**src/design/clrng_pkg.sv**
```systemverilog
// Shared types and constants for the combined LCG / xorshift / MWC generator.
// No dependencies; every other file in this folder refers to it by scoped names.
`timescale 1ns / 1ps

package clrng_pkg;

    // Word width of the generator state, the bound and the result.
    localparam int WORD_W = 64;
    localparam int HALF_W = WORD_W / 2;

    // Generator constants.
    localparam logic [WORD_W-1:0] XS_INIT = 64'd4101842887655102017;
    localparam logic [WORD_W-1:0] LCG_MUL = 64'd2862933555777941757;
    localparam logic [WORD_W-1:0] LCG_ADD = 64'd7046029254386353087;
    localparam logic [HALF_W-1:0] MWC_MUL = 32'd4294957665;

    // Byte address of the seed register on the configuration port.
    localparam int               ADDR_W    = 3;
    localparam logic [ADDR_W-1:0] ADDR_SEED = 3'd0;

    // Commands from the request sequencer to the generator.
    typedef struct packed {
        logic draw;
        logic reseed;
    } gen_cmd_t;

endpackage

```
**src/design/clrng_div.sv**
```systemverilog
// Bit-serial restoring remainder unit: one quotient bit per cycle.
// Depends on clrng_pkg for the word width.
`timescale 1ns / 1ps

module clrng_div (
    input  logic                           clk,
    input  logic                           rst_n,
    input  logic                           start,
    input  logic [clrng_pkg::WORD_W-1:0]   dividend,
    input  logic [clrng_pkg::WORD_W-1:0]   divisor,
    output logic                           idle,
    output logic [clrng_pkg::WORD_W-1:0]   rem
);

    localparam int CNT_W = $clog2(clrng_pkg::WORD_W);
    localparam logic [CNT_W-1:0] CNT_LAST = CNT_W'(clrng_pkg::WORD_W - 1);

    logic                         busy_reg;
    logic [CNT_W-1:0]             cnt_reg;
    logic [clrng_pkg::WORD_W-1:0] rem_reg;
    logic [clrng_pkg::WORD_W-1:0] dvd_reg;
    logic [clrng_pkg::WORD_W-1:0] dvs_reg;

    logic [clrng_pkg::WORD_W:0]   trial;
    logic [clrng_pkg::WORD_W:0]   diff;

    // Shift in the next dividend bit and try to subtract the divisor.
    assign trial = {rem_reg, dvd_reg[clrng_pkg::WORD_W-1]};
    assign diff  = trial - {1'b0, dvs_reg};

    // Control: busy while the dividend bits are shifted through.
    always_ff @(posedge clk or negedge rst_n)
    begin
        if (!rst_n)
        begin
            busy_reg <= 1'b0;
            cnt_reg  <= '0;
        end
        else if (start)
        begin
            busy_reg <= 1'b1;
            cnt_reg  <= '0;
        end
        else if (busy_reg)
        begin
            cnt_reg <= cnt_reg + 1'b1;
            if (cnt_reg == CNT_LAST)
            begin
                busy_reg <= 1'b0;
            end
        end
    end

    // Datapath: partial remainder and dividend shift register.
    always_ff @(posedge clk)
    begin
        if (start)
        begin
            rem_reg <= '0;
            dvd_reg <= dividend;
            dvs_reg <= divisor;
        end
        else if (busy_reg)
        begin
            dvd_reg <= {dvd_reg[clrng_pkg::WORD_W-2:0], 1'b0};
            if (!diff[clrng_pkg::WORD_W])
            begin
                rem_reg <= diff[clrng_pkg::WORD_W-1:0];
            end
            else
            begin
                rem_reg <= trial[clrng_pkg::WORD_W-1:0];
            end
        end
    end

    assign idle = !busy_reg;
    assign rem  = rem_reg;

endmodule

```
**src/design/clrng_gen.sv**
```systemverilog
// Generator state (LCG, xorshift and MWC words) stepped through one shared
// 32x32 multiplier under a small sequencer, including the reseed warm-up.
// Depends on clrng_pkg for constants and the command struct.
`timescale 1ns / 1ps

module clrng_gen (
    input  logic                           clk,
    input  logic                           rst_n,
    input  clrng_pkg::gen_cmd_t            cmd,
    input  logic [clrng_pkg::WORD_W-1:0]   seed,
    output logic                           idle,
    output logic [clrng_pkg::WORD_W-1:0]   value
);

    localparam int W = clrng_pkg::WORD_W;
    localparam int H = clrng_pkg::HALF_W;

    // Sequencer codes.
    localparam logic [2:0] G_IDLE = 3'd0;
    localparam logic [2:0] G_LOAD = 3'd1;
    localparam logic [2:0] G_M0   = 3'd2;
    localparam logic [2:0] G_M1   = 3'd3;
    localparam logic [2:0] G_M2   = 3'd4;
    localparam logic [2:0] G_M3   = 3'd5;
    localparam logic [2:0] G_M4   = 3'd6;
    localparam logic [2:0] G_MIX  = 3'd7;

    logic [2:0]   state_reg;
    logic         reseeding_reg;
    logic [1:0]   warm_cnt_reg;

    logic [W-1:0] lcg_reg;
    logic [W-1:0] xs_reg;
    logic [W-1:0] mwc_reg;
    logic [W-1:0] acc_reg;
    logic [W-1:0] prod_reg;
    logic [W-1:0] value_reg;

    logic [H-1:0] mul_a;
    logic [H-1:0] mul_b;
    logic [W-1:0] prod_next;
    logic [W-1:0] xs_t1;
    logic [W-1:0] xs_t2;
    logic [W-1:0] xs_next;
    logic [W-1:0] mix_t1;
    logic [W-1:0] mix_t2;
    logic [W-1:0] mix_t3;
    logic [W-1:0] draw_next;

    // Operand selection for the shared multiplier.
    always_comb
    begin
        mul_a = '0;
        mul_b = '0;
        unique case (state_reg)
            G_M0:
            begin
                mul_a = lcg_reg[H-1:0];
                mul_b = clrng_pkg::LCG_MUL[H-1:0];
            end
            G_M1:
            begin
                mul_a = lcg_reg[H-1:0];
                mul_b = clrng_pkg::LCG_MUL[W-1:H];
            end
            G_M2:
            begin
                mul_a = lcg_reg[W-1:H];
                mul_b = clrng_pkg::LCG_MUL[H-1:0];
            end
            G_M3:
            begin
                mul_a = mwc_reg[H-1:0];
                mul_b = clrng_pkg::MWC_MUL;
            end
            default:
            begin
                mul_a = '0;
                mul_b = '0;
            end
        endcase
    end

    assign prod_next = {{H{1'b0}}, mul_a} * {{H{1'b0}}, mul_b};

    // Xorshift step with shifts 17, 31 and 8.
    assign xs_t1   = xs_reg ^ (xs_reg >> 17);
    assign xs_t2   = xs_t1 ^ (xs_t1 << 31);
    assign xs_next = xs_t2 ^ (xs_t2 >> 8);

    // Output mix of the three freshly stepped words.
    assign mix_t1    = lcg_reg ^ (lcg_reg << 21);
    assign mix_t2    = mix_t1 ^ (mix_t1 >> 35);
    assign mix_t3    = mix_t2 ^ (mix_t2 << 4);
    assign draw_next = (mix_t3 + xs_reg) ^ mwc_reg;

    // Sequencer control.
    always_ff @(posedge clk or negedge rst_n)
    begin
        if (!rst_n)
        begin
            state_reg     <= G_IDLE;
            reseeding_reg <= 1'b0;
            warm_cnt_reg  <= '0;
        end
        else
        begin
            unique case (state_reg)
                G_IDLE:
                begin
                    if (cmd.reseed)
                    begin
                        state_reg <= G_LOAD;
                    end
                    else if (cmd.draw)
                    begin
                        state_reg <= G_M0;
                    end
                end
                G_LOAD:
                begin
                    reseeding_reg <= 1'b1;
                    warm_cnt_reg  <= '0;
                    state_reg     <= G_M0;
                end
                G_M0: state_reg <= G_M1;
                G_M1: state_reg <= G_M2;
                G_M2: state_reg <= G_M3;
                G_M3: state_reg <= G_M4;
                G_M4: state_reg <= G_MIX;
                G_MIX:
                begin
                    if (reseeding_reg && warm_cnt_reg != 2'd2)
                    begin
                        warm_cnt_reg <= warm_cnt_reg + 1'b1;
                        state_reg    <= G_M0;
                    end
                    else
                    begin
                        reseeding_reg <= 1'b0;
                        state_reg     <= G_IDLE;
                    end
                end
                default: state_reg <= G_IDLE;
            endcase
        end
    end

    // Generator words and product register.
    always_ff @(posedge clk)
    begin
        prod_reg <= prod_next;
        case (state_reg)
            G_LOAD:
            begin
                xs_reg  <= clrng_pkg::XS_INIT;
                mwc_reg <= {{(W-1){1'b0}}, 1'b1};
                lcg_reg <= seed ^ clrng_pkg::XS_INIT;
            end
            G_M0:
            begin
                xs_reg <= xs_next;
            end
            G_M1:
            begin
                acc_reg <= prod_reg + clrng_pkg::LCG_ADD;
            end
            G_M2:
            begin
                acc_reg <= acc_reg + {prod_reg[H-1:0], {H{1'b0}}};
            end
            G_M3:
            begin
                lcg_reg <= acc_reg + {prod_reg[H-1:0], {H{1'b0}}};
            end
            G_M4:
            begin
                mwc_reg <= prod_reg + {{H{1'b0}}, mwc_reg[W-1:H]};
            end
            G_MIX:
            begin
                value_reg <= draw_next;
                // Warm-up copy-over between the reseed draws.
                if (reseeding_reg && warm_cnt_reg == 2'd0)
                begin
                    xs_reg <= lcg_reg;
                end
                else if (reseeding_reg && warm_cnt_reg == 2'd1)
                begin
                    mwc_reg <= xs_reg;
                end
            end
            default:
            begin
            end
        endcase
    end

    assign idle  = (state_reg == G_IDLE);
    assign value = value_reg;

endmodule

```
**src/design/combined_lcg_xorshift_mwc_rng_core.sv**
```systemverilog
// A zero or power-of-two bound gives a masked draw; any other bound runs a classify step,
// the rejection threshold on the remainder unit, a generator draw that is repeated for each
// rejected draw, and the final remainder. One request at a time: the next transfer is not
// taken before the result loads, as the shared 32x32 multiplier and the bit-serial
// remainder unit serve a single request. After reset and after each seed write the block
// reseeds and holds in_stall high meanwhile.
`timescale 1ns / 1ps

module combined_lcg_xorshift_mwc_rng_core (
    input  logic                           clk,
    input  logic                           rst_n,
    // Request channel
    input  logic                           in_valid,
    output logic                           in_stall,
    input  logic [clrng_pkg::WORD_W-1:0]   range_bound,
    // Result channel
    output logic                           out_valid,
    input  logic                           out_stall,
    output logic [clrng_pkg::WORD_W-1:0]   random_value,
    // Configuration port
    input  logic                           psel,
    input  logic                           penable,
    input  logic                           pwrite,
    input  logic [clrng_pkg::ADDR_W-1:0]   paddr,
    input  logic [clrng_pkg::WORD_W-1:0]   pwdata,
    output logic [clrng_pkg::WORD_W-1:0]   prdata,
    output logic                           pready
);

    localparam int W = clrng_pkg::WORD_W;

    // Request sequencer codes.
    localparam logic [2:0] T_IDLE  = 3'd0;
    localparam logic [2:0] T_CLASS = 3'd1;
    localparam logic [2:0] T_THR   = 3'd2;
    localparam logic [2:0] T_PDRAW = 3'd3;
    localparam logic [2:0] T_GDRAW = 3'd4;
    localparam logic [2:0] T_MOD   = 3'd5;

    logic [2:0]          state_reg;
    logic                reseed_pend_reg;
    logic                out_valid_reg;
    logic [W-1:0]        seed_reg;
    logic [W-1:0]        bound_reg;
    logic [W-1:0]        thr_reg;
    logic [W-1:0]        result_reg;

    logic                cfg_wr;
    logic                in_xfer;
    logic                out_free;
    logic                out_load;
    logic [W-1:0]        out_next;
    logic                bound_pow2;
    logic [W-1:0]        bound_mask;

    clrng_pkg::gen_cmd_t gen_cmd;
    logic                gen_idle;
    logic [W-1:0]        gen_value;

    logic                div_start;
    logic [W-1:0]        div_dividend;
    logic                div_idle;
    logic [W-1:0]        div_rem;

    // Configuration port: single seed register, zero wait states.
    assign cfg_wr = psel && penable && pwrite && (paddr == clrng_pkg::ADDR_SEED);
    assign pready = 1'b1;
    assign prdata = (paddr == clrng_pkg::ADDR_SEED) ? seed_reg : '0;

    always_ff @(posedge clk or negedge rst_n)
    begin
        if (!rst_n)
        begin
            seed_reg        <= '0;
            reseed_pend_reg <= 1'b1;
        end
        else if (cfg_wr)
        begin
            seed_reg        <= pwdata;
            reseed_pend_reg <= 1'b1;
        end
        else if (gen_cmd.reseed)
        begin
            reseed_pend_reg <= 1'b0;
        end
    end

    // Handshake.
    assign in_stall  = (state_reg != T_IDLE) || reseed_pend_reg || !gen_idle;
    assign in_xfer   = in_valid && !in_stall;
    assign out_free  = !out_valid_reg || !out_stall;
    assign out_valid = out_valid_reg;
    assign random_value = result_reg;

    // Bound classification: zero and powers of two are masked.
    assign bound_mask = bound_reg - 1'b1;
    assign bound_pow2 = ((bound_reg & bound_mask) == '0);

    // Result loads when the last step is done and the output register is free.
    always_comb
    begin
        out_load = 1'b0;
        out_next = div_rem;
        if (state_reg == T_PDRAW && gen_idle && out_free)
        begin
            out_load = 1'b1;
            out_next = gen_value & bound_mask;
        end
        else if (state_reg == T_MOD && div_idle && out_free)
        begin
            out_load = 1'b1;
            out_next = div_rem;
        end
    end

    // Commands to the generator and the remainder unit.
    always_comb
    begin
        gen_cmd.reseed = reseed_pend_reg && gen_idle && (state_reg == T_IDLE);
        gen_cmd.draw   = 1'b0;
        div_start      = 1'b0;
        div_dividend   = gen_value;
        unique case (state_reg)
            T_CLASS:
            begin
                if (bound_pow2)
                begin
                    gen_cmd.draw = 1'b1;
                end
                else
                begin
                    div_start    = 1'b1;
                    div_dividend = '1;
                end
            end
            T_THR:
            begin
                gen_cmd.draw = div_idle;
            end
            T_GDRAW:
            begin
                if (gen_idle)
                begin
                    if (gen_value >= thr_reg)
                    begin
                        gen_cmd.draw = 1'b1;
                    end
                    else
                    begin
                        div_start = 1'b1;
                    end
                end
            end
            default:
            begin
            end
        endcase
    end

    // Request sequencer.
    always_ff @(posedge clk or negedge rst_n)
    begin
        if (!rst_n)
        begin
            state_reg     <= T_IDLE;
            out_valid_reg <= 1'b0;
        end
        else
        begin
            if (out_load)
            begin
                out_valid_reg <= 1'b1;
            end
            else if (!out_stall)
            begin
                out_valid_reg <= 1'b0;
            end

            unique case (state_reg)
                T_IDLE:
                begin
                    if (in_xfer)
                    begin
                        state_reg <= T_CLASS;
                    end
                end
                T_CLASS:
                begin
                    state_reg <= bound_pow2 ? T_PDRAW : T_THR;
                end
                T_THR:
                begin
                    if (div_idle)
                    begin
                        state_reg <= T_GDRAW;
                    end
                end
                T_PDRAW:
                begin
                    if (out_load)
                    begin
                        state_reg <= T_IDLE;
                    end
                end
                T_GDRAW:
                begin
                    if (div_start)
                    begin
                        state_reg <= T_MOD;
                    end
                end
                T_MOD:
                begin
                    if (out_load)
                    begin
                        state_reg <= T_IDLE;
                    end
                end
                default: state_reg <= T_IDLE;
            endcase
        end
    end

    // Request payload registers.
    always_ff @(posedge clk)
    begin
        if (in_xfer)
        begin
            bound_reg <= range_bound;
        end
        if (state_reg == T_THR && div_idle)
        begin
            // Threshold is the all-ones word minus its remainder.
            thr_reg <= ~div_rem;
        end
        if (out_load)
        begin
            result_reg <= out_next;
        end
    end

    clrng_gen u_gen (
        .clk   (clk),
        .rst_n (rst_n),
        .cmd   (gen_cmd),
        .seed  (seed_reg),
        .idle  (gen_idle),
        .value (gen_value)
    );

    clrng_div u_div (
        .clk      (clk),
        .rst_n    (rst_n),
        .start    (div_start),
        .dividend (div_dividend),
        .divisor  (bound_reg),
        .idle     (div_idle),
        .rem      (div_rem)
    );

    // A loaded result always lies below a nonzero bound.
    assert property (@(posedge clk) disable iff (!rst_n)
        (out_load && bound_reg != '0) |=> (random_value < bound_reg))
        else $error("result not below range bound");

    // The generator is only told to draw when it is free.
    assert property (@(posedge clk) disable iff (!rst_n)
        gen_cmd.draw |-> gen_idle)
        else $error("draw issued to a busy generator");

    // The remainder unit only sees bounds that are neither zero nor a power of two.
    assert property (@(posedge clk) disable iff (!rst_n)
        div_start |-> (div_idle && bound_reg > 2))
        else $error("remainder unit started with an invalid divisor");

endmodule

```
**config.mk**
```make
export PLATFORM = sky130hd
export DESIGN_NAME = combined_lcg_xorshift_mwc_rng_core
export DESIGN_NICKNAME = d
export VERILOG_FILES = /design/src/design/clrng_pkg.sv /design/src/design/clrng_div.sv /design/src/design/clrng_gen.sv /design/src/design/combined_lcg_xorshift_mwc_rng_core.sv
export SDC_FILE = /design/constraint.sdc
export NUM_CORES = 2
export LEC_CHECK = 0
export BUFFER_PORTS_ARGS = -buffer_cell sky130_fd_sc_hd__buf_4
export CORE_MARGIN = 4
export CORE_UTILIZATION = 45
export DETAILED_ROUTE_END_ITERATION = 10
export PLACE_DENSITY = 0.59
export SLEW_MARGIN = 30
export SYNTH_ARGS = -nofsm -noshare
export SYNTH_HDL_FRONTEND = slang
export SYNTH_SLANG_ARGS = --single-unit
export TNS_END_PERCENT = 100
```
**constraint.sdc**
```tcl
create_clock -name clk -period 20.5 [get_ports clk]
set_input_delay 5.125 -clock clk [delete_from_list [all_inputs] [get_ports clk]]
set_output_delay 5.125 -clock clk [all_outputs]
set_load 0.01 [all_outputs]
```
==> reports/metrics.sh <==
MINIMUM_PERIOD_IMPLIED_BY_THE_FINAL_WORST_SETUP_SLACK_NS=11.67
FINAL.PERIOD_UTILIZATION=0.569
OUTCOME='finished clean'
DIE_HEIGHT_UM=429
GRT_PASS1_WL_UM=427000
FP.DIEW_UM=429
CLKSINKCOUNT=850
CRIT_PATH_END_KIND='register'
DESIGN.FINAL.NETS=9723
LAYOUT-DRIVE-GT1-SHARE=0.0778
SYNTHESIS.NETS=9558
WL_UM=297000
WORST_SLEW_MARGIN_REL=0.277
DRT-PASS1-ITER-COUNT=5
DOMINANTREGCELLSYNTH='edfxtp_1'
CRIT_ARRIVAL_NS=12.24
DIEAREA_UM2=184000
CLK_PIN_SLEW_WORST_PATHS_NS=0.06
VIAS_PER_CELL=5.71
CP_SLOWEST_CELL='o31ai_1'
PORT_BUFFER_CELLS=267
FINCLKSKEW_NS=0.0671
CTS_SETUP_BUFFERS=0
ITERATION_0_DRC_COUNT_OF_THE_DETAILED_ROUTER=5292
ROUTABILITYCONGESTION=1.03
SYNTHARSTFLOPSHARE=0.0965
GRT_MAX_DEGREE=101
WORST_HOLD_PATH_TYPE='reg2reg'
NUMBER_OF_SETUP_VIOLATIONS_IN_THE_FINAL_REPORT=0
CTS_TREE='yes'
POST_CTS.RESIZED_INSTANCES=0
PATH_COMMON_CELL='fa_1'
CTS.HOLD.BUFFERS_ADDED=0
FIRST_GLOBAL_VIAS=60614
MAX_CAP_VIOLATIONS=0
SYNTH-EDFF-COUNT=640
SYNTH.YOSYS.WARNINGS=0
YOSYSSEQAREASHARE=0.299
HPWL_AFTER_DETAILED_PLACEMENT_UM=245000
DR_TOTAL_VIAS=60211
HOLD-PATH-CELL-COUNT=0
ACHIEVABLE-FREQUENCY_GHz=0.0857
PATH_CLASS='reg2reg'
TIMING.SETUP.TNS_NS=0
CTS_HTREE_LEVELS=3
FILLERINSTANCES=16406
CPPEAKSTAGEDELAY_NS=0.83
AREAGROWTHSYNTHTOFINISH_PCT=9.88
TOP_LEVEL_PORTS=269
INITIAL_CORE_UTIL=0.452
TIMING_MAX_TRANSITION_VIOLATIONS_FINAL=0
GLOBALROUTE.TOTALOVERFLOW=0
GRT_SETUP_UNREPAIRED='no'
TRITONCTS.NUM_BUFFERS=98
NETLIST_AREA_UM2=79600
CTS.PATH.MAX_BUFFERS=3
CORE-AREA_UM2=176000
POSTROUTEANTENNANETS=0
SYNTH-SEQ-CELLS=850
AVGSYNTHCELLAREA_UM2=10.0
INSERTION_DELAY_NS=0.76
CTS-ROOT-BUF='clkbuf_16'
GLOBALROUTETOTALUTIL=0.318
WORSTREGTOREGCELLS=32
GRT_ANTENNA_BEFORE_REPAIR=8
SYNTHCELLS=7948
WORST_SETUP_PATH_START_KIND='register'
WORSTPATHREQUIRED_NS=21.07
CRIT_PATH_MAX_FO=53
ROUTED_LEN_INST_UM=28.1
MAX_SLEW.WORST_PIN.SLEW_NS=1.08
DRC=0
PLACEMENTROWS=154
TIMING.FINAL.HOLD_VIOLATIONS=0
SYNTH_CELL_TYPES=88
==> placed cells by master, fill, tap and decap left out, types with 21 or more instances in the layout <==
cell type	netlist	final
nand2b_1	108	108
nor2b_1	42	41
inv_1	1287	1284
a311oi_1	21	21
a211oi_1	66	66
a21oi_1	358	356
mux2_2	70	70
nand4_1	80	80
o21ai_0	334	334
o21bai_1	46	46
nor2_1	418	415
nor4_1	33	31
o31ai_1	21	21
ha_1	647	647
nor3_1	79	77
o22ai_1	39	37
mux2i_1	129	129
or3_1	39	39
xnor2_1	440	440
dfxtp_1	128	128
nand3_1	83	83
o21a_1	62	62
dfrtp_1	81	78
fa_1	825	825
nand2_1	698	695
buf_4	1	328
a21o_1	206	206
clkbuf_16	0	100
o211ai_1	24	24
and3_1	66	65
clkbuf_1	239	32
edfxtp_1	640	640
and2_1	92	91
a31oi_1	31	31
xor2_1	236	236
or2_2	33	33
==> final timing paths <==
path / start / to / slack, ns
max in group asynchronous: rst_n / seed_reg[59] / 15.10
max: u_gen.state_reg[1] / u_gen.prod_reg[61] / 8.83
max reg2reg: u_gen.state_reg[1] / u_gen.prod_reg[61] / 8.83
min in group asynchronous: rst_n / u_div.cnt_reg[4] / 4.35
min reg2reg: bound_reg[11] / u_div.dvs_reg[11] / 0.50
min: bound_reg[11] / u_div.dvs_reg[11] / 0.50
==> through the flow <==
stage	utilization	hold slack, ns	std cells	setup slack [ns]	area (um^2)
after floorplan	-	0.433	7948	9.41	79600
after global placement	0.478	0.476	10350	9.11	84100
after detailed placement	0.478	0.485	10350	9.05	84100
after CTS	0.497	0.501	10536	8.98	87400
after global routing	0.497	0.513	10539	8.52	87400
final	0.497	0.497	10543	8.83	87500
==> Yosys cell counts, drive strengths merged (23+ instances only) <==
cell,number,share of area
or2,33,0.0026
o22ai,39,0.0031
dfrtp,81,0.025
or3,39,0.0031
and2,93,0.0073
a311oi,23,0.0027
and3,66,0.0052
nor2,418,0.020
o21a,62,0.0058
mux2,70,0.0099
clkbuf,239,0.011
a211oi,66,0.0062
nor2b,42,0.0033
o21bai,46,0.0043
mux2i,129,0.016
xnor2,440,0.048
edfxtp,640,0.24
inv,1288,0.061
buf,29,0.0017
o211ai,25,0.0024
nand3,83,0.0052
nand4,80,0.0063
nand2,698,0.033
o21ai,338,0.021
nand2b,108,0.0085
fa,825,0.21
nor3,79,0.0050
nor4,33,0.0026
a21oi,359,0.023
dfxtp,128,0.032
a31oi,31,0.0024
a21o,206,0.019
ha,647,0.10
xor2,236,0.026
==> critical path, delay by kind of cell (launching register included) <==
| kind | cells | cell delay, ns |
|---|---|---|
| AND/OR/NAND/NOR | 4 | 0.78 |
| adder cells (fa/ha/maj) | 9 | 4.59 |
| buffers and inverters | 8 | 1.93 |
| flip-flops | 1 | 0.34 |
| AO/OA/AOI/OAI | 11 | 3.78 |
==> final cells by class <==
class	instances	area (um^2)	share of cell area
clock buffer	143	2770	0.0317
tap	2340	2930	0.0335
inverter	1291	4850	0.0555
multi-input combinational	5539	50000	0.572
sequential	850	23800	0.273
clock inverter	43	475	0.00544
antenna	4	10.0	0.000114
timing repair buffer	333	2570	0.0294
==> cells by family after synthesis <==
family                     after synthesis  share of synthesized area
adders and majority gates             1472                      0.309
other                                    1                  0.0000471
muxes                                  199                     0.0261
AOI/OAI and AO/OA                     1368                      0.110
and+or+nand+nor                       1823                      0.107
DFF                                    850                      0.299
xor gates and xnor gates               676                     0.0744
buffers and inverters                 1559                     0.0738
==> routing by layer <==
metal	vias up	global-route usage	wire length [um]
li1	26824	-	-
met1	30256	0.420	121000
met2	2500	0.508	136000
met3	627	0.0523	21500
met4	4	0.161	18500
met5	-	0	24
Power is not shown: default switching activity piles up to over one toggle a cycle in this logic, so the estimate is an artifact.
